<file path="config.mk">
export PLATFORM = sky130hd
export DESIGN_NAME = fhj_counts
export DESIGN_NICKNAME = d
export VERILOG_FILES = /design/src/rtl/fhj_pkg.sv /design/src/rtl/fhj_counts.sv
export SDC_FILE = /design/constraint.sdc
export NUM_CORES = 1
export LEC_CHECK = 0
export BUFFER_PORTS_ARGS = -buffer_cell sky130_fd_sc_hd__buf_2
export CORE_MARGIN = 2
export CORE_UTILIZATION = 53
export DETAILED_ROUTE_END_ITERATION = 8
export HOLD_SLACK_MARGIN = 0.08
export PLACE_DENSITY = 0.76
export SLEW_MARGIN = 20
export SYNTH_ARGS = -nofsm -noshare
export SYNTH_HDL_FRONTEND = slang
export SYNTH_SLANG_ARGS = --single-unit
</file>
<file path="constraint.sdc">
create_clock -name clk -period 6.1 [get_ports clk]
set_input_delay 0.61 -clock clk [delete_from_list [all_inputs] [get_ports clk]]
set_output_delay 0.61 -clock clk [all_outputs]
set_load 0.02 [all_outputs]
</file>
<file path="src/rtl/fhj_pkg.sv">
// ----------------------------------------------------------------------------
// fhj_pkg
// Shared types and constants of the filtered hash join priority counter:
// transaction payloads, slot layout, codes and sequencer states.
// ----------------------------------------------------------------------------
package fhj_pkg;

	// Default sizes
	localparam int TABLE_DEPTH = 4096;
	localparam int PRIO_BINS   = 5;

	// Field widths
	localparam int KIND_W    = 2;
	localparam int KEY_W     = 31;
	localparam int DATE_W    = 27;
	localparam int PRIO_W    = 3;
	localparam int STATUS_W  = 2;
	localparam int IDX_W     = 3;
	localparam int COUNT_W   = 32;
	localparam int CFG_IDX_W = 1;

	// Home slot reduction: reciprocal multiply, subtract, final correction
	localparam int MOD_STEPS = 3;
	localparam int MOD_CNT_W = 2;

	// Register reset values
	localparam logic [DATE_W-1:0] DATE_LOW_RST  = 27'd19930701;
	localparam logic [DATE_W-1:0] DATE_HIGH_RST = 27'd19931001;

	// Configuration register indexes
	localparam logic [CFG_IDX_W-1:0] CFG_DATE_LOW  = 1'd0;
	localparam logic [CFG_IDX_W-1:0] CFG_DATE_HIGH = 1'd1;

	typedef enum logic [KIND_W-1:0] {
		KIND_INSERT = 2'd0,
		KIND_PROBE  = 2'd1,
		KIND_REPORT = 2'd2,
		KIND_UNUSED = 2'd3
	} kind_t;

	typedef enum logic [STATUS_W-1:0] {
		STAT_DONE = 2'd0,
		STAT_FULL = 2'd1,
		STAT_SKIP = 2'd2
	} status_t;

	typedef enum logic [2:0] {
		S_CLEAR,
		S_IDLE,
		S_MOD,
		S_SCAN,
		S_EMIT,
		S_REPORT
	} state_t;

	typedef struct packed {
		logic [KIND_W-1:0] kind;
		logic [KEY_W-1:0]  order_key;
		logic [DATE_W-1:0] order_date;
		logic [PRIO_W-1:0] order_priority;
		logic [DATE_W-1:0] commit_date;
		logic [DATE_W-1:0] receipt_date;
	} in_item_t;

	typedef struct packed {
		logic [STATUS_W-1:0] status;
		logic                matched;
		logic [IDX_W-1:0]    count_index;
		logic [COUNT_W-1:0]  count_value;
		logic                last;
	} out_item_t;

	// One hash table slot
	typedef struct packed {
		logic              valid;
		logic [KEY_W-1:0]  key;
		logic [PRIO_W-1:0] prio;
	} slot_t;

	// Counter bank command
	typedef struct packed {
		logic             inc;
		logic [IDX_W-1:0] bin;
	} count_cmd_t;

endpackage

</file>
<file path="src/rtl/fhj_counts.sv">
// ----------------------------------------------------------------------------
// fhj_counts
// Per-priority match counters, saturating, with one read port for reports.
// ----------------------------------------------------------------------------
module fhj_counts #(
	parameter int PRIO_BINS = fhj_pkg::PRIO_BINS
) (
	input  logic                           clk,
	input  logic                           arst_n,
	input  fhj_pkg::count_cmd_t            cmd,
	input  logic [fhj_pkg::IDX_W-1:0]      rd_bin,
	output logic [fhj_pkg::COUNT_W-1:0]    rd_value
);

	localparam int BW = (PRIO_BINS > 1) ? $clog2(PRIO_BINS) : 1;

	logic [fhj_pkg::COUNT_W-1:0] cnt_q [PRIO_BINS];
	logic [BW-1:0]               inc_bin;
	logic [BW-1:0]               rd_sel;

	assign inc_bin = cmd.bin[BW-1:0];
	assign rd_sel  = rd_bin[BW-1:0];

	// Advance the addressed counter, hold at maximum
	always_ff @(posedge clk or negedge arst_n) begin
		if (!arst_n) begin
			for (int i = 0; i < PRIO_BINS; i++) begin
				cnt_q[i] <= '0;
			end
		end else if (cmd.inc && (cnt_q[inc_bin] != '1)) begin
			cnt_q[inc_bin] <= cnt_q[inc_bin] + 1'b1;
		end
	end

	assign rd_value = cnt_q[rd_sel];

endmodule

</file>
Word level (Yosys, flattened, before mapping)

Index checks and enable logic that the tools add are counted.

$add $sub $neg: 1
Multiply operators: 0
Div/mod/pow operators: 0
Order comparisons: 3
Equality and inequality tests: 1
Shift operators: 0
Mux-type cells: 9
Bitwise logic cells: 2
Reduce and logical (&&, ||, !) cells: 2

Operator list:

| operator                                                 | count |
|---|---|
| binary-select mux 32 bit (select 3 bit)                  | 2 |
| bitwise mux 160 bit                                      | 1 |
| two-way mux 32 bit                                       | 5 |
| demux 32 bit (select 3 bit)                              | 1 |
| adder 32 x 1 -> 32 bit, second input constant            | 1 |
| inequality test 32 bit, second input constant            | 1 |
| greater-or-equal comparator 4 bit, second input constant | 2 |
| NOT 3 -> 4 bit                                           | 2 |
| < comparator 4 x 1 -> 1 bit, second input constant       | 1 |
| logical AND 1 bit                                        | 2 |

Flip-flop bits (word level): 160
Latch bits: 0
RAM bits: 0
Memory bits (read-only): 0
Input bits: 9
Output and inout bits: 32
Word-level logic and storage cells: 23
Memories kept: 0

Logic depth before layout (Yosys ltp)

Depth after elaboration: 6
Gate-level depth with buffers: 16
Depth with buffers taken out: 10

Least setup slack after synthesis

Ideal clock, no wire load.

Path type: input-to-reg
Start point: input port cmd[0] in the netlist's numbering
End point: register cnt_q[33] in the netlist's numbering
Library setup time: 125 ps
Arrival time: 3698 ps
Required time: 5975 ps
Setup slack: 2277 ps
Stages on the path: 16
Path buffers: 6
Cells stage by stage: buf_6 buf_2 buf_4 buf_2 mux2i_1 o22ai_1 o21ba_2 inv_1 ha_1 nor2b_1 nand4_4 or4b_4 and4_1 buf_6 buf_6 mux2_4

Cells in the longest elaborated chain, start to end: 6
Elaborated cells between the ends (all ways): 13
Those cells by class: 1 x add/sub; 2 x order compare; 1 x eq/ne; 6 x mux; 1 x bitwise; 2 x reduce/logical

Ends and longest elaborated chain:

| element                                                                              | RTL line                           | text |
|---|---|---|
| start: declaration                                                                   | fhj_counts.sv:10                   | `input fhj_pkg::count_cmd_t cmd,` |
| NOT 3 -> 4 bit (not written as such) (*)                                             | fhj_counts.sv:30, fhj_counts.sv:31 |  |
| binary-select mux 32 bit (select 3 bit) (tied with other cells)                      | fhj_counts.sv:30, fhj_counts.sv:31 |  |
| two-way mux 32 bit (not written as such) / logical AND 1 bit (equally long branches) | fhj_counts.sv:30, fhj_counts.sv:31 |  |
| two-way mux 32 bit (on tied branches)                                                | fhj_counts.sv:30, fhj_counts.sv:31 |  |
| adder 32 x 1 -> 32 bit (tied with other cells)                                       | fhj_counts.sv:31                   | `cnt_q[inc_bin] <= cnt_q[inc_bin] + 1'b1;` |
| bitwise mux 160 bit / logical AND 1 bit (equally long branches)                      | fhj_counts.sv:31, fhj_counts.sv:30 |  |
| end signal: indexed assignment                                                       | fhj_counts.sv:31                   |  |
| end: declaration                                                                     | fhj_counts.sv:17                   | `logic [fhj_pkg::COUNT_W-1:0] cnt_q [PRIO_BINS];` |

Mark *: on every way between the ends. The rest lies on a longest branch, timed or not. The select of a mux whose other input is x is not followed.
A chain may end at the register's enable or synchronous reset.

Worst setup path after layout

Start point: input port cmd[0] in the netlist's numbering
End point: register cnt_q[40] in the netlist's numbering

Same word-level chain as after synthesis.

==> results.tsv <==
metric	value	unit
deepest clock path buffer count	2	
VDD IR max	209	uV
fin crit period	4530	ps
P&R area growth vs syn	9.90	%
Final Max Tran Viols	0	
status	finished clean	
total routed wirelength	24.4	mm
RSZ-0062 raised after global routing	no	
Clock Sinks	160	
vias in the first global route	6849	
Setup CP Type	in2reg	
WP data required	6420	ps
ANT nets after route	0	
Initial Util	54.6	%
worst r2r src	cnt_q[41]	
Hold Violations, Final	0	
slowest CP cell	nor2b_1	
Synth Instances	839	
first-pass GRT wire length	38.5	mm
CP Capture Type	flop	
setup TNS	0	ps
Final nets	865	
arrival time worst endpoint	4860	ps
hold buffer count at CTS	0	
Post-Synth Adder-Cell Area	0.132	%
max_slew headroom	33.1	%
Synth cell types	56	
most frequent cell after synthesis	dfrtp_1	
synth top area cells	dfrtp_1, mux2_2, mux2i_1	
area share of the largest cell type after synthesis	42.1	%
IO buf count	40	
mean area per synthesized cell	11.3	um2
clock network power share	43.1	%
largest family of logic cells by synthesized area	multiplexers	
PostCTS Resize Cnt	0	
DR DRC count	0	
type of origin of the critical path	primary input	
Die ar.	19000	um2
mux contribution to synthesized area	32.1	%
Clock Pin Slew Worst Setup and Hold Paths	60	ps
cell row count	48	
Sw Pwr	0.685	mW
DR vias	6910	
post-CTS setup buffers	0	
Root Buffer	clkbuf_16	
flop2flop setup slack	2600	ps
Die X	138	um
grt total ovfl	0	
asr flop ratio synth	100	%
Synth Area in Simple Gates	9.23	%
Mapped Nets	849	
Worst Path Max Fanout	27	
Yosys reg bits	160	
WL/cell	22.3	um
Core Region	17400	um2
Synth Area in XOR/XNOR	2.67	%
worst reg2reg path depth	9	
CP Cell Sequence	buf_2, nor2b_1, o2bb2ai_1, a21oi_1, inv_1, ha_1, nor2b_1, nand4_4, or4b_4, and4_2, buf_4, mux2_4	
LEAKAGE	4.86	nW
Worst path max stage delay	750	ps
initial DRC count	716	
Gate power share	12.4	%
PD cells	253	nW/um2
initial antenna violation count	0	
CTS tree	yes	
Synth top cells by count	dfrtp_1, mux2_2, mux2i_1	
Switching Fraction	25.9	%
post-synthesis compound-gate area fraction	9.77	%
P_int	1.96	mW
layout cells sized above 1	31.7	%
hpwl dp	15.1	mm
Post-Route Utilization	60.0	%
fmax	221	MHz
Top Ports	41	
Most Frequent Cell on Critical Path	nor2b_1	
sequential fraction of the synthesis area	42.1	%
max reg flops	160	
final setup fails	0	
number of flops mapped to enable cells by yosys	0	
CTS HTree Levels	4	
Worst Clk Skew	11.3	ps
Biggest register	cnt_q	
area leader, netlist	dfrtp_1	
post-DR vias/cell	6.32	
GRT Total Usage	26.8	%
Largest regs	cnt_q: 160 flops	
max_cap viols	0	
Worst Tran Pin Value	1000	ps
Die Height	138	um
period utilisation layout	74.3	%
clock buffer count from CTS	17	
cell family with most CP delay	simple AND/OR/NAND/NOR gates	
Clk Latency, worst-skew pair	440	ps
Synth Warn #	0	
# diodes	0	
worst min path class	in2async	
Initial DRT Pass Iterations	5	
pin count of the biggest net entering global routing	102	
mapped cell area	9500	um2
worst flop-to-flop path endpoint	cnt_q[40]	
GPL Wtd Cong	0.847	
Flop pwr share	44.5	%
WP buf/inv	3	
ys flop type	dfrtp_1	
[power groups by stage]
stage / clock network (mW) / logic, mW / registers, mW
after floorplan: 0 / 0.239 / 1.18
after global placement: 0 / 0.320 / 1.19
after detailed placement: 0 / 0.327 / 1.20
after CTS: 1.15 / 0.328 / 1.18
after global routing: 1.19 / 0.354 / 1.18
final: 1.14 / 0.328 / 1.18
[layout make-up]
cell class | count | area [um2]
Clock buffer | 19 | 443
Clock inverter | 13 | 185
Fill cell | 1437 | 6970
Inverter | 5 | 18.8
Multi-Input combinational cell | 610 | 5130
Sequential cell | 160 | 4000
Tap cell | 225 | 282
Timing Repair Buffer | 61 | 377
[cells by family after synthesis]
| group | after synthesis |
|---|---|
| compound gates | 147 |
| buf+inv | 69 |
| simple gates | 161 |
| flops | 160 |
| fa+ha+maj | 1 |
| xor+xnor | 29 |
| mux | 272 |
[how the worst max path moves through the flow]
stage                      start         to  slack (ps)  cells after the start
after floorplan           cmd[0]  cnt_q[33]        2280                     16
after global placement    cmd[0]  cnt_q[41]        1220                     12
after detailed placement  cmd[0]  cnt_q[43]        1150                     12
after CTS                 cmd[0]  cnt_q[33]        1600                     12
after global routing      cmd[0]  cnt_q[33]        1290                     12
final                     cmd[0]  cnt_q[40]        1570                     12
[worst register-to-register path, cell delays in order (launching register included)]
cell and delay [ps]:
dfrtp_1 380, mux2i_1 80, o22ai_1 270, o22ai_2 190, nor4_4 510, nand4_4 260, or4b_4 630, and4_2 370
buf_4 330, mux2_4 370
[cells in the final DEF (no fill, tap or decap), drive strengths merged, types with 2 or more instances in the layout]
cell / instances
nor3: 13
bufinv: 4
nand2: 17
dfrtp: 160
clkinvlp: 2
and3: 8
nand2b: 4
xnor2: 20
o22ai: 57
xor2: 9
nand4: 7
nand3b: 22
nand3: 5
mux2i: 106
clkinv: 6
buf: 61
inv: 6
mux2: 165
nor4: 3
o21ai: 5
nor2: 62
o2bb2ai: 3
or2: 2
nor2b: 7
o32ai: 3
clkbuf: 19
a22oi: 9
or3: 6
a21oi: 58
[stage by stage]
stage,total power [mW],worst slack [ps],hold WS [ps],area [um2],cells
finish,2.65,1570,272,10400,1093
detailed placement,1.52,1150,520,9820,1061
global route,2.73,1290,365,10400,1093
floorplan,1.42,2280,314,9500,839
CTS,2.66,1600,331,10400,1093
global placement,1.51,1220,509,9820,1061
[layer usage]
metal  share of wire (%)  global-route usage [%]
met1                  45                    37.5
met2                  47                    42.5
met3                 5.3                    3.65
met4                 2.6                    10.4
met5                   0                       0
(Power assumes the default switching activity.)
