**src/rtl/fhj_pkg.sv**
```systemverilog
// ----------------------------------------------------------------------------
// fhj_pkg
// Shared types and constants of the filtered hash join priority counter:
// transaction payloads, slot layout, codes and sequencer states.
// ----------------------------------------------------------------------------
package fhj_pkg;

	// Default sizes
	localparam int TABLE_DEPTH = 4096;
	localparam int PRIO_BINS   = 5;

	// Field widths
	localparam int KIND_W    = 2;
	localparam int KEY_W     = 31;
	localparam int DATE_W    = 27;
	localparam int PRIO_W    = 3;
	localparam int STATUS_W  = 2;
	localparam int IDX_W     = 3;
	localparam int COUNT_W   = 32;
	localparam int CFG_IDX_W = 1;

	// Home slot reduction: reciprocal multiply, subtract, final correction
	localparam int MOD_STEPS = 3;
	localparam int MOD_CNT_W = 2;

	// Register reset values
	localparam logic [DATE_W-1:0] DATE_LOW_RST  = 27'd19930701;
	localparam logic [DATE_W-1:0] DATE_HIGH_RST = 27'd19931001;

	// Configuration register indexes
	localparam logic [CFG_IDX_W-1:0] CFG_DATE_LOW  = 1'd0;
	localparam logic [CFG_IDX_W-1:0] CFG_DATE_HIGH = 1'd1;

	typedef enum logic [KIND_W-1:0] {
		KIND_INSERT = 2'd0,
		KIND_PROBE  = 2'd1,
		KIND_REPORT = 2'd2,
		KIND_UNUSED = 2'd3
	} kind_t;

	typedef enum logic [STATUS_W-1:0] {
		STAT_DONE = 2'd0,
		STAT_FULL = 2'd1,
		STAT_SKIP = 2'd2
	} status_t;

	typedef enum logic [2:0] {
		S_CLEAR,
		S_IDLE,
		S_MOD,
		S_SCAN,
		S_EMIT,
		S_REPORT
	} state_t;

	typedef struct packed {
		logic [KIND_W-1:0] kind;
		logic [KEY_W-1:0]  order_key;
		logic [DATE_W-1:0] order_date;
		logic [PRIO_W-1:0] order_priority;
		logic [DATE_W-1:0] commit_date;
		logic [DATE_W-1:0] receipt_date;
	} in_item_t;

	typedef struct packed {
		logic [STATUS_W-1:0] status;
		logic                matched;
		logic [IDX_W-1:0]    count_index;
		logic [COUNT_W-1:0]  count_value;
		logic                last;
	} out_item_t;

	// One hash table slot
	typedef struct packed {
		logic              valid;
		logic [KEY_W-1:0]  key;
		logic [PRIO_W-1:0] prio;
	} slot_t;

	// Counter bank command
	typedef struct packed {
		logic             inc;
		logic [IDX_W-1:0] bin;
	} count_cmd_t;

endpackage

```
**src/rtl/fhj_seq.sv**
```systemverilog
// ----------------------------------------------------------------------------
// fhj_seq
// Item sequencer: filters items, reduces the key to a home slot, walks the
// table one slot per cycle through a single key comparator, and issues
// results one at a time.
// ----------------------------------------------------------------------------
module fhj_seq #(
	parameter int TABLE_DEPTH = fhj_pkg::TABLE_DEPTH,
	parameter int PRIO_BINS   = fhj_pkg::PRIO_BINS
) (
	input  logic                           clk,
	input  logic                           arst_n,
	// input transactions
	input  logic                           in_valid,
	output logic                           in_ready,
	input  fhj_pkg::in_item_t              in_data,
	// configuration
	input  logic [fhj_pkg::DATE_W-1:0]     date_low,
	input  logic [fhj_pkg::DATE_W-1:0]     date_high,
	// table port
	output logic                           tbl_we,
	output logic [$clog2(TABLE_DEPTH)-1:0] tbl_waddr,
	output fhj_pkg::slot_t                 tbl_wdata,
	output logic [$clog2(TABLE_DEPTH)-1:0] tbl_raddr,
	input  fhj_pkg::slot_t                 tbl_rdata,
	// counter bank
	output fhj_pkg::count_cmd_t            cnt_cmd,
	output logic [fhj_pkg::IDX_W-1:0]      cnt_bin,
	input  logic [fhj_pkg::COUNT_W-1:0]    cnt_value,
	// result load into the output register
	input  logic                           out_free,
	output logic                           res_valid,
	output fhj_pkg::out_item_t             res_data
);

	localparam int  AW   = $clog2(TABLE_DEPTH);
	localparam bit  POW2 = ((1 << AW) == TABLE_DEPTH);
	localparam logic [AW-1:0]              LAST_ADDR = AW'(TABLE_DEPTH - 1);
	localparam logic [AW:0]                DEPTH_V   = (AW + 1)'(TABLE_DEPTH);
	localparam logic [fhj_pkg::IDX_W-1:0]  LAST_BIN  = fhj_pkg::IDX_W'(PRIO_BINS - 1);
	// floor(2^KEY_W / depth): the quotient estimate is short by at most one
	localparam logic [31:0]                RECIP     =
		32'((64'd1 << fhj_pkg::KEY_W) / TABLE_DEPTH);

	fhj_pkg::state_t  state_q, state_d;

	fhj_pkg::kind_t                  kind_q;
	logic [fhj_pkg::KEY_W-1:0]       key_q;
	logic [fhj_pkg::PRIO_W-1:0]      prio_q;
	fhj_pkg::status_t                stat_q, stat_d;
	logic                            matched_q, matched_d;
	logic [AW-1:0]                   addr_q;
	logic [AW-1:0]                   step_q;
	logic [AW:0]                     rem_q;
	logic [fhj_pkg::KEY_W-1:0]       quot_q;
	logic [fhj_pkg::MOD_CNT_W-1:0]   mcnt_q;
	logic [fhj_pkg::IDX_W-1:0]       bin_q;

	logic                            accept;
	logic                            date_ok;
	logic                            probe_ok;
	logic                            slot_hit;
	logic                            last_step;
	logic                            prio_ok;
	logic [AW-1:0]                   next_addr;
	logic [fhj_pkg::KEY_W+31:0]      recip_prod;
	logic [fhj_pkg::KEY_W-1:0]       key_diff;
	logic [AW-1:0]                   mod_r;
	logic [fhj_pkg::PRIO_W:0]        prio_x;

	assign accept   = in_valid && in_ready;
	assign date_ok  = (in_data.order_date >= date_low) && (in_data.order_date < date_high);
	assign probe_ok = in_data.commit_date < in_data.receipt_date;

	// Slot compare and walk
	assign slot_hit  = tbl_rdata.valid && (tbl_rdata.key == key_q);
	assign last_step = step_q == LAST_ADDR;
	assign next_addr = (addr_q == LAST_ADDR) ? '0 : addr_q + 1'b1;
	assign prio_x    = {1'b0, tbl_rdata.prio};
	assign prio_ok   = (prio_x >= (fhj_pkg::PRIO_W + 1)'(1))
		&& (prio_x <= (fhj_pkg::PRIO_W + 1)'(PRIO_BINS));

	// Home slot reduction: estimate the quotient, subtract, correct once
	assign recip_prod = key_q * RECIP;
	assign key_diff   = key_q - quot_q * fhj_pkg::KEY_W'(TABLE_DEPTH);
	assign mod_r      = (rem_q >= DEPTH_V) ? AW'(rem_q - DEPTH_V) : rem_q[AW-1:0];

	assign cnt_bin = bin_q;

	// State register
	always_ff @(posedge clk or negedge arst_n) begin
		if (!arst_n) begin
			state_q <= fhj_pkg::S_CLEAR;
		end else begin
			state_q <= state_d;
		end
	end

	// Next state and outputs
	always_comb begin
		state_d   = state_q;
		in_ready  = 1'b0;
		tbl_we    = 1'b0;
		tbl_waddr = addr_q;
		tbl_wdata = '0;
		tbl_raddr = addr_q;
		cnt_cmd   = '0;
		res_valid = 1'b0;
		res_data  = '0;
		stat_d    = stat_q;
		matched_d = matched_q;
		case (state_q)
			fhj_pkg::S_CLEAR: begin
				// sweep the table, one slot a cycle
				tbl_we = 1'b1;
				if (addr_q == LAST_ADDR) begin
					state_d = fhj_pkg::S_IDLE;
				end
			end
			fhj_pkg::S_IDLE: begin
				in_ready  = 1'b1;
				tbl_raddr = in_data.order_key[AW-1:0];
				stat_d    = fhj_pkg::STAT_SKIP;
				matched_d = 1'b0;
				if (accept) begin
					case (fhj_pkg::kind_t'(in_data.kind))
						fhj_pkg::KIND_INSERT: begin
							if (date_ok) begin
								state_d = POW2 ? fhj_pkg::S_SCAN : fhj_pkg::S_MOD;
							end else begin
								state_d = fhj_pkg::S_EMIT;
							end
						end
						fhj_pkg::KIND_PROBE: begin
							if (probe_ok) begin
								state_d = POW2 ? fhj_pkg::S_SCAN : fhj_pkg::S_MOD;
							end else begin
								state_d = fhj_pkg::S_EMIT;
							end
						end
						fhj_pkg::KIND_REPORT: begin
							state_d = fhj_pkg::S_REPORT;
						end
						default: begin
							state_d = fhj_pkg::S_EMIT;
						end
					endcase
				end
			end
			fhj_pkg::S_MOD: begin
				tbl_raddr = mod_r;
				if (mcnt_q == '0) begin
					state_d = fhj_pkg::S_SCAN;
				end
			end
			fhj_pkg::S_SCAN: begin
				tbl_raddr = next_addr;
				if (!tbl_rdata.valid) begin
					// free slot ends the walk
					state_d = fhj_pkg::S_EMIT;
					if (kind_q == fhj_pkg::KIND_INSERT) begin
						tbl_we          = 1'b1;
						tbl_wdata.valid = 1'b1;
						tbl_wdata.key   = key_q;
						tbl_wdata.prio  = prio_q;
						stat_d          = fhj_pkg::STAT_DONE;
					end else begin
						stat_d = fhj_pkg::STAT_SKIP;
					end
				end else if (slot_hit) begin
					// key found: keep first insert, count probe when priority in range
					state_d = fhj_pkg::S_EMIT;
					if (kind_q == fhj_pkg::KIND_INSERT) begin
						stat_d = fhj_pkg::STAT_DONE;
					end else if (prio_ok) begin
						cnt_cmd.inc = 1'b1;
						cnt_cmd.bin = fhj_pkg::IDX_W'(tbl_rdata.prio - 1'b1);
						stat_d      = fhj_pkg::STAT_DONE;
						matched_d   = 1'b1;
					end else begin
						stat_d = fhj_pkg::STAT_SKIP;
					end
				end else if (last_step) begin
					// every slot walked without a hit
					state_d = fhj_pkg::S_EMIT;
					if (kind_q == fhj_pkg::KIND_INSERT) begin
						stat_d = fhj_pkg::STAT_FULL;
					end else begin
						stat_d = fhj_pkg::STAT_SKIP;
					end
				end
			end
			fhj_pkg::S_EMIT: begin
				res_valid        = out_free;
				res_data.status  = stat_q;
				res_data.matched = matched_q;
				res_data.last    = 1'b1;
				if (out_free) begin
					state_d = fhj_pkg::S_IDLE;
				end
			end
			fhj_pkg::S_REPORT: begin
				res_valid            = out_free;
				res_data.status      = fhj_pkg::STAT_DONE;
				res_data.count_index = bin_q;
				res_data.count_value = cnt_value;
				res_data.last        = bin_q == LAST_BIN;
				if (out_free && (bin_q == LAST_BIN)) begin
					state_d = fhj_pkg::S_IDLE;
				end
			end
			default: begin
				state_d = fhj_pkg::S_IDLE;
			end
		endcase
	end

	// Walk address, bin counter and clearing sweep
	always_ff @(posedge clk or negedge arst_n) begin
		if (!arst_n) begin
			addr_q <= '0;
			bin_q  <= '0;
		end else begin
			case (state_q)
				fhj_pkg::S_CLEAR: begin
					addr_q <= next_addr;
				end
				fhj_pkg::S_IDLE: begin
					if (accept) begin
						addr_q <= in_data.order_key[AW-1:0];
						bin_q  <= '0;
					end
				end
				fhj_pkg::S_MOD: begin
					addr_q <= mod_r;
				end
				fhj_pkg::S_SCAN: begin
					addr_q <= next_addr;
				end
				fhj_pkg::S_REPORT: begin
					if (out_free) begin
						bin_q <= bin_q + 1'b1;
					end
				end
				default: begin
				end
			endcase
		end
	end

	// Item payload and walk bookkeeping
	always_ff @(posedge clk) begin
		if (accept) begin
			kind_q    <= fhj_pkg::kind_t'(in_data.kind);
			key_q     <= in_data.order_key;
			prio_q    <= in_data.order_priority;
			step_q    <= '0;
			rem_q     <= '0;
			mcnt_q    <= fhj_pkg::MOD_CNT_W'(fhj_pkg::MOD_STEPS - 1);
			stat_q    <= stat_d;
			matched_q <= matched_d;
		end else if (state_q == fhj_pkg::S_MOD) begin
			// quotient estimate, then remainder below twice the depth
			quot_q <= recip_prod[fhj_pkg::KEY_W +: fhj_pkg::KEY_W];
			rem_q  <= key_diff[AW:0];
			mcnt_q <= mcnt_q - 1'b1;
		end else if (state_q == fhj_pkg::S_SCAN) begin
			step_q    <= step_q + 1'b1;
			stat_q    <= stat_d;
			matched_q <= matched_d;
		end
	end

endmodule
```
**config.mk**
```make
export PLATFORM = sky130hd
export DESIGN_NAME = fhj_seq
export DESIGN_NICKNAME = d
export VERILOG_FILES = /design/src/rtl/fhj_pkg.sv /design/src/rtl/fhj_seq.sv
export SDC_FILE = /design/constraint.sdc
export NUM_CORES = 1
export LEC_CHECK = 0
export BUFFER_PORTS_ARGS = -buffer_cell sky130_fd_sc_hd__buf_2
export CORE_AREA = 2 2 135 137
export DETAILED_ROUTE_END_ITERATION = 8
export DIE_AREA = 0 0 137 139
export PLACE_DENSITY = 0.81
export SLEW_MARGIN = 10
export SYNTH_ARGS = -nofsm -noshare
export SYNTH_HDL_FRONTEND = slang
export SYNTH_SLANG_ARGS = --single-unit
```
**constraint.sdc**
```tcl
create_clock -name clk -period 4 [get_ports clk]
set_input_delay 0.8 -clock clk [delete_from_list [all_inputs] [get_ports clk]]
set_output_delay 0.8 -clock clk [all_outputs]
set_load 0.01 [all_outputs]
```
==> Word-level counts from Yosys, hierarchy flattened <==
Cells that the tools add are included.
{ "totals": {"out_inout_bits": 108, "reg_bits": 85} }
{ "classes": {"add_sub_neg": 7, "bitwise_logic": 2, "eq_ne": 19, "n_mux": 56, "order_cmp": 6, "reduce_logical": 20} }
{ "ops": {"columns": ["operator", "count"], "rows": [
  ["35-bit 2-to-1 mux", 4],
  ["12-bit case mux with 3 select lines", 2],
  ["27-bit less-than comparator", 2],
  ["12-bit 2-to-1 mux", 3],
  ["3-bit 2-to-1 mux", 12],
  ["31-bit equality test", 1],
  ["27-bit >= comparator", 1],
  ["12-bit by 1-bit adder with 12-bit output (second input constant)", 2],
  ["12-bit equality test (second input constant)", 2],
  ["2-bit 2-to-1 mux", 11],
  ["4-bit 2-to-1 mux", 5],
  ["3-bit case mux with 6 select lines", 1],
  ["2-bit != test (second input constant)", 7],
  ["13-bit >= comparator (second input constant)", 1],
  ["13-bit subtractor", 1],
  ["1-bit 2-to-1 mux", 12],
  ["12-bit by 1-bit subtractor with 12-bit output (second input constant)", 1],
  ["3-bit equality test (second input constant)", 3],
  ["3-bit case mux with 3 select lines", 1],
  ["2-bit AND reduction", 4],
  ["3-bit by 2-bit equality test with 1-bit output (second input constant)", 2],
  ["2-bit logical NOT", 3],
  ["1-bit case mux with 2 select lines", 3],
  ["3-bit case mux with 2 select lines", 1],
  ["18 further kinds", 25]
]} }

==> Longest topological paths before layout <==
Gate-level depths: netlist (run 1).
{ "depth": {"ltp_word": 10, "mapped_depth": 10, "depth_no_buf": 10} }

==> Least setup slack after synthesis (run 1) <==
OpenSTA, ideal clock, no wires.
{ "synth_path": {"kind": "input -> output", "start": "input port tbl_rdata[13] in the netlist's numbering", "end": "output port cnt_cmd[2] in the netlist's numbering", "cell_stages": 7, "t_arrival_ns": 2.040, "slack_ns": 1.160, "path_cell_list": "xnor2_1 nand4_1 nor4_1 nand4_1 nor3_1 o21ai_1 nor2_1"} }
{ "synth_rtl": {"columns": ["item", "line", "rtl"], "rows": [
  ["start, declared", "fhj_seq.sv:25", "input fhj_pkg::slot_t tbl_rdata,"],
  ["end, declared", "fhj_seq.sv:27", "output fhj_pkg::count_cmd_t cnt_cmd,"]
]} }

==> out/qor.txt, run 1 <==
outcome = finished clean
syn_nets = 1179
Hold Crit Class = in -> async
required time of the critical path = 3.20 ns
CTS Buf Count = 9
pwr/cell area = 489 mW/mm²
DRC = 0
fraction of registers with async set/reset = 0.217
M3 GR Usage = 0.0420
Initial Util = 0.390
pin count of the biggest net entering global routing = 38
DRT iter0 DRCs = 397
first-pass GRT wire length = 34.2 mm
largest delay contributor family on the critical path = simple AND/OR/NAND/NOR gates
Longest Clk Path Bufs = 2
dpl hpwl = 18.6 mm
worst setup path category = in -> out
EDFF count, synth = 39
Yosys top cell by area = edfxtp_1
gr busiest metal = met2
Final #Nets = 1520
placer congestion estimate = 0.910
Avg WL per Cell = 15.6 µm
Syn-to-layout area delta = 33.4%
relative max-transition margin = 0.311
Syn Area/Cell = 8.09 µm²
CP Cell Sequence = buf_2 > xnor2_1 > nand4_1 > nor4_1 > nand4_1 > nor3_1 > o21ai_1 > nor2_1 > buf_2
minimum clock period = 3.60 ns
RSZ-0062 raised after global routing = no
count of different cell masters after synthesis = 63
Synth top area share = 0.170
H-tree levels = 3
Startpoint Class = input pin
Peak VDD IR = 468 µV
CTS resizes = 0
Post-Place Cell Area = 0.00889 mm²
Hold Worst Slack = 0.400 ns
root buf cell = clkbuf_16
CP max stage cell = nor4_1
# setup viols final = 0
vias per std cell = 5.19
GR Layer Usage met2 = 0.420
grt total ovfl = 0
later-pin clock latency in the skew report = 0.34 ns
Setup WS pre-CTS = 0.338 ns
Die X = 137 µm
Pre-antenna DRT Iters = 5
Die Ht = 139 µm
CTS tree = built
gr usage total = 0.228
leak pwr = 4.76 nW
initial antenna violation count = 0
Fmax = 0.278 GHz
Crit path arrival time = 2.80 ns
fin. max-slew vios = 0
slew at the pin closest to its max-slew limit = 1.03 ns
post-route ant nets = 0
CP max stage delay = 0.45 ns
Final Cell Area = 0.00918 mm²
layout cell share with drive strength beyond 1 = 0.324
Rows = 49
# diodes = 0
Post-CTS Hold Buffers = 0
total clock sinks = 83
sequential area share after synthesis = 0.311
post-layout instance count excluding filler cells = 1426
Top Ports = 350
Post-CTS Setup Bufs = 0
Final WS setup = 0.399 ns
utilization after layout = 0.520
Hold Fails Final Rpt = 0
final setup TNS = 0 ns
Top FF cell, synth = edfxtp_1
Post-Route WL = 22.2 mm
number of synthesis warnings = 0
flops & latches, synth = 83
vias in the first global route = 7105
CP Capture Type = output port
total power draw = 4.49 mW
Syn Inst Count = 851
GR Util met1 = 0.246
post-synthesis cell area = 0.00688 mm²
placed cells = 1410
full die area = 0.0190 mm²
clk_skew = 0.00427 ns
critical path peak fanout = 4
top cells by area, synth = edfxtp_1 17%, ha_1 16%, dfxtp_1 7.6%, and2_1 6.5%, dfrtp_1 6.5%
Fill cells = 1629
crit share post-route = 0.900
CP bufs+invs = 2
core area = 0.0177 mm²
count of input and output buffers = 349
DR vias = 7394
Max Cap Violations = 0
clock-pin slew on the worst setup and hold paths = 0.06 ns
[Yosys cell counts, types with 2 or more instances]
master	instances
buf_1	5
dfxtp_1	26
clkbuf_1	17
and3_1	8
nand2b_1	2
a221oi_1	2
ha_1	86
nor3_2	2
or3_1	4
inv_1	95
and4_1	2
a211oi_1	8
dfrtp_1	18
o22ai_1	7
o21ai_0	28
xnor2_1	28
and2_1	72
a22oi_1	2
nor2_1	57
nand2_1	98
a2bb2oi_1	4
xor2_1	18
o21bai_1	4
buf_2	4
nor2b_1	6
o211ai_1	5
nand4_1	22
a21oi_1	84
edfxtp_1	39
a31oi_1	3
nor4_1	4
o21a_1	8
o2111ai_1	2
nand3_1	22
a21o_1	11
o21ai_1	7
nor3_1	11
inv_2	4
a41oi_1	2
[power by group]
part	switching [mW]	internal [mW]
registers	0.319	1.14
clock network	0.333	0.483
logic	1.29	0.923
total	1.94	2.55
[final cells by class]
class,count,area [µm²],area share
Multi-Input combinational cell,642,4270,0.465
Sequential cell,83,2140,0.233
Timing Repair Buffer,357,1820,0.198
Inverter,99,372,0.0405
Tap cell,229,287,0.0312
Clock buffer,10,229,0.0249
Clock inverter,6,66.3,0.00722
[routing by layer]
metal  wire length [µm]  vias up
met5                  0        -
met4               1030        0
met3               1630       65
met2              11400      389
met1               8160     3326
li1                   -     3614
[final timing paths]
| kind | from | end | slack (ns) | cells after the start |
|---|---|---|---|---|
| max | tbl_rdata[33] | cnt_cmd[1] | 0.40 | 9 |
| min | arst_n | tbl_waddr[5] | 0.40 | 1 |
| max reg2reg | state_q[0] | step_q[9] | 1.28 | 8 |
| min reg2reg | rem_q[9] | rem_q[9] | 0.46 | 2 |
| max in group asynchronous | arst_n | state_q[0] | 3.29 | 1 |
| min in group clk | rem_q[9] | rem_q[9] | 0.46 | 2 |
[cell usage in the layout (no fill, tap or decap), drive strengths merged, types with 2 or more instances in the layout]
master	n
a211oi	8
a21o	11
a21oi	84
a221oi	2
a22oi	2
a2bb2oi	4
a31oi	3
a41oi	2
and2	73
and3	8
and4	2
buf	357
clkbuf	10
clkinv	3
clkinvlp	2
dfrtp	18
dfxtp	26
edfxtp	39
ha	86
inv	99
nand2	99
nand2b	2
nand3	22
nand4	24
nor2	59
nor2b	6
nor3	14
nor4	5
o2111ai	2
o211ai	5
o21a	8
o21ai	35
o21bai	4
o22ai	7
or2	3
or3	5
xnor2	28
xor2	18
[registers in the layout (all words and copies together), names as in the netlist]
name	cells
step_q	12
key_q	31
stat_q	2
tbl_waddr	12
mcnt_q	2
rem_q	12
prio_q	3
cnt_bin	3
matched_q	1
state_q	3
kind_q	2
[logic make-up (layout without fill, tap and decap cells)]
kind of cell,count (synthesis),in the layout,share of synthesized area
fa+ha+maj,86,86,0.156
flops,83,83,0.311
simple gates,323,323,0.241
compound gates,187,187,0.163
xor+xnor,46,46,0.0585
buf+inv,126,472,0.0700
Note: power is estimated with default switching activity, not from simulation.
==> run 2: changes to the inputs <==
--- a/config.mk
+++ b/config.mk
@@ -6,10 +6,9 @@
 export NUM_CORES = 1
 export LEC_CHECK = 0
 export BUFFER_PORTS_ARGS = -buffer_cell sky130_fd_sc_hd__buf_2
-export CORE_AREA = 2 2 135 137
+export CORE_UTILIZATION = 25
 export DETAILED_ROUTE_END_ITERATION = 8
-export DIE_AREA = 0 0 137 139
-export PLACE_DENSITY = 0.81
+export PLACE_DENSITY = 0.59
 export SLEW_MARGIN = 10
 export SYNTH_ARGS = -nofsm -noshare
 export SYNTH_HDL_FRONTEND = slang
==> out/qor.txt, run 2 (synthesized netlist as in run 1, its figures left out) <==
DRC = 0
Reg-to-Reg End = cnt_bin[1]
clock-pin slew on the worst setup and hold paths = 0.07 ns
FF-to-FF path depth = 5
CP Cell Sequence = buf_2 > xnor2_1 > nand4_1 > nor4_1 > buf_4 > nand4_1 > nor3_1 > o21ai_1 > nor2_1 > buf_2
Fmax = 0.273 GHz
Switching Share = 0.432
Biggest register = key_q
DR WL met2 = 11.5 mm
relative max-transition margin = 0.397
Rows = 60
Met1 Routed Length = 9.63 mm
Die Ht = 168 µm
CP Capture Type = output port
clk_skew = 0.00971 ns
slew at the pin closest to its max-slew limit = 0.903 ns
worst setup path category = in -> out
Top Ports = 350
CTS resizes = 0
Seq pwr share = 0.319
grt total ovfl = 0
Die X = 168 µm
post-route ant nets = 0
Post-CTS Setup Bufs = 0
Hold Crit Class = in -> async
Internal = 2.56 mW
required time of the critical path = 3.20 ns
P_sw = 1.95 mW
fin. max-slew vios = 0
first-pass GRT wire length = 36.2 mm
CP bufs+invs = 3
outcome = finished clean
# setup viols final = 0
Crit path arrival time = 2.86 ns
reg2reg start = state_q[2]
CTS Buf Count = 9
Clock Power Share = 0.184
count of input and output buffers = 349
commonest cells after routing, fill and taps aside = 349 x buf_2, 98 x nand2_1, 95 x inv_1, 86 x ha_1, 84 x a21oi_1
Comb power frac = 0.497
crit share post-route = 0.914
full die area = 0.0282 mm²
final setup TNS = 0 ns
Syn-to-layout area delta = 35.9%
Final #Nets = 1524
gr usage total = 0.164
dpl hpwl = 19.5 mm
pin count of the biggest net entering global routing = 58
Max Cap Violations = 0
Startpoint Class = input pin
minimum clock period = 3.66 ns
RSZ-0062 raised after global routing = no
DRT iter0 DRCs = 357
vias in the first global route = 7115
Peak VDD IR = 204 µV
Post-Route WL = 23.3 mm
Hold Fails Final Rpt = 0
reg2reg setup slack = 1.41 ns
total power draw = 4.51 mW
Post-CTS Hold Buffers = 0
max FFs per register = 31
highest metal used = met5
critical path peak fanout = 4
Initial Util = 0.255
most common cell after layout, fill and taps aside = buf_2
Met3 Wirelength = 1.78 mm
Longest Clk Path Bufs = 2
placer congestion estimate = 0.865
largest delay contributor family on the critical path = simple AND/OR/NAND/NOR gates
vias per std cell = 4.68
H-tree levels = 3
DR vias = 7224
initial antenna violation count = 3
CP max stage delay = 0.32 ns
Fill cells = 2893
CP max stage cell = nor3_1
CTS tree = built
core area = 0.0270 mm²
Avg WL per Cell = 15.1 µm
layout cell share with drive strength beyond 1 = 0.327
leak pwr = 4.79 nW
root buf cell = clkbuf_16
pwr/cell area = 483 mW/mm²
Pre-antenna DRT Iters = 6
later-pin clock latency in the skew report = 0.35 ns
total clock sinks = 83
==> run 2: cell type report <==
type	instances	area [µm²]	share of cell area
Sequential cell	83	2140	0.229
Tap cell	341	427	0.0456
Clock buffer	12	238	0.0254
Inverter	99	372	0.0397
Antenna cell	2	5.00	0.000535
Clock inverter	4	50.0	0.00535
Timing Repair Buffer	361	1850	0.198
Multi-Input combinational cell	642	4270	0.457
==> run 2: stage by stage <==
| step | utilization | hold WS, ns | instance area, µm² | worst slack, ns | instances |
|---|---|---|---|---|---|
| 3_3_place_gp | 0.336 | 0.452 | 9060 | 0.346 | 1526 |
| 2_1_floorplan | - | 0.436 | 6880 | 1.16 | 851 |
| 5_1_grt | 0.347 | 0.442 | 9350 | 0.174 | 1543 |
| 6_report | 0.347 | 0.392 | 9350 | 0.344 | 1544 |
| 4_1_cts | 0.347 | 0.406 | 9350 | 0.298 | 1542 |
| 3_5_place_dp | 0.336 | 0.468 | 9060 | 0.300 | 1526 |
==> run 2: power groups by stage <==
stage | clock, mW | combinational, mW | sequential (mW)
6_report | 0.829 | 2.25 | 1.44
2_1_floorplan | 0 | 1.43 | 1.37
5_1_grt | 0.892 | 2.50 | 1.48
3_5_place_dp | 0 | 2.26 | 1.46
4_1_cts | 0.855 | 2.27 | 1.44
3_3_place_gp | 0 | 2.23 | 1.45
==> run 2: how the worst max path moves through the flow <==
stage | start | depth (start not counted) | end | slack (ns)
6_report | tbl_rdata[12] | 10 | cnt_cmd[1] | 0.34
5_1_grt | tbl_rdata[12] | 10 | cnt_cmd[1] | 0.17
4_1_cts | tbl_rdata[12] | 10 | cnt_cmd[1] | 0.30
3_5_place_dp | tbl_rdata[12] | 10 | cnt_cmd[1] | 0.30
3_3_place_gp | tbl_rdata[12] | 10 | cnt_cmd[2] | 0.35
2_1_floorplan | tbl_rdata[13] | 7 | cnt_cmd[2] | 1.16
==> run 2: metal layers <==
layer	vias to the layer above	GRT usage
met1	3273	0.190
li1	3627	-
met4	2	0.0527
met2	293	0.296
met3	29	0.0400
met5	-	0
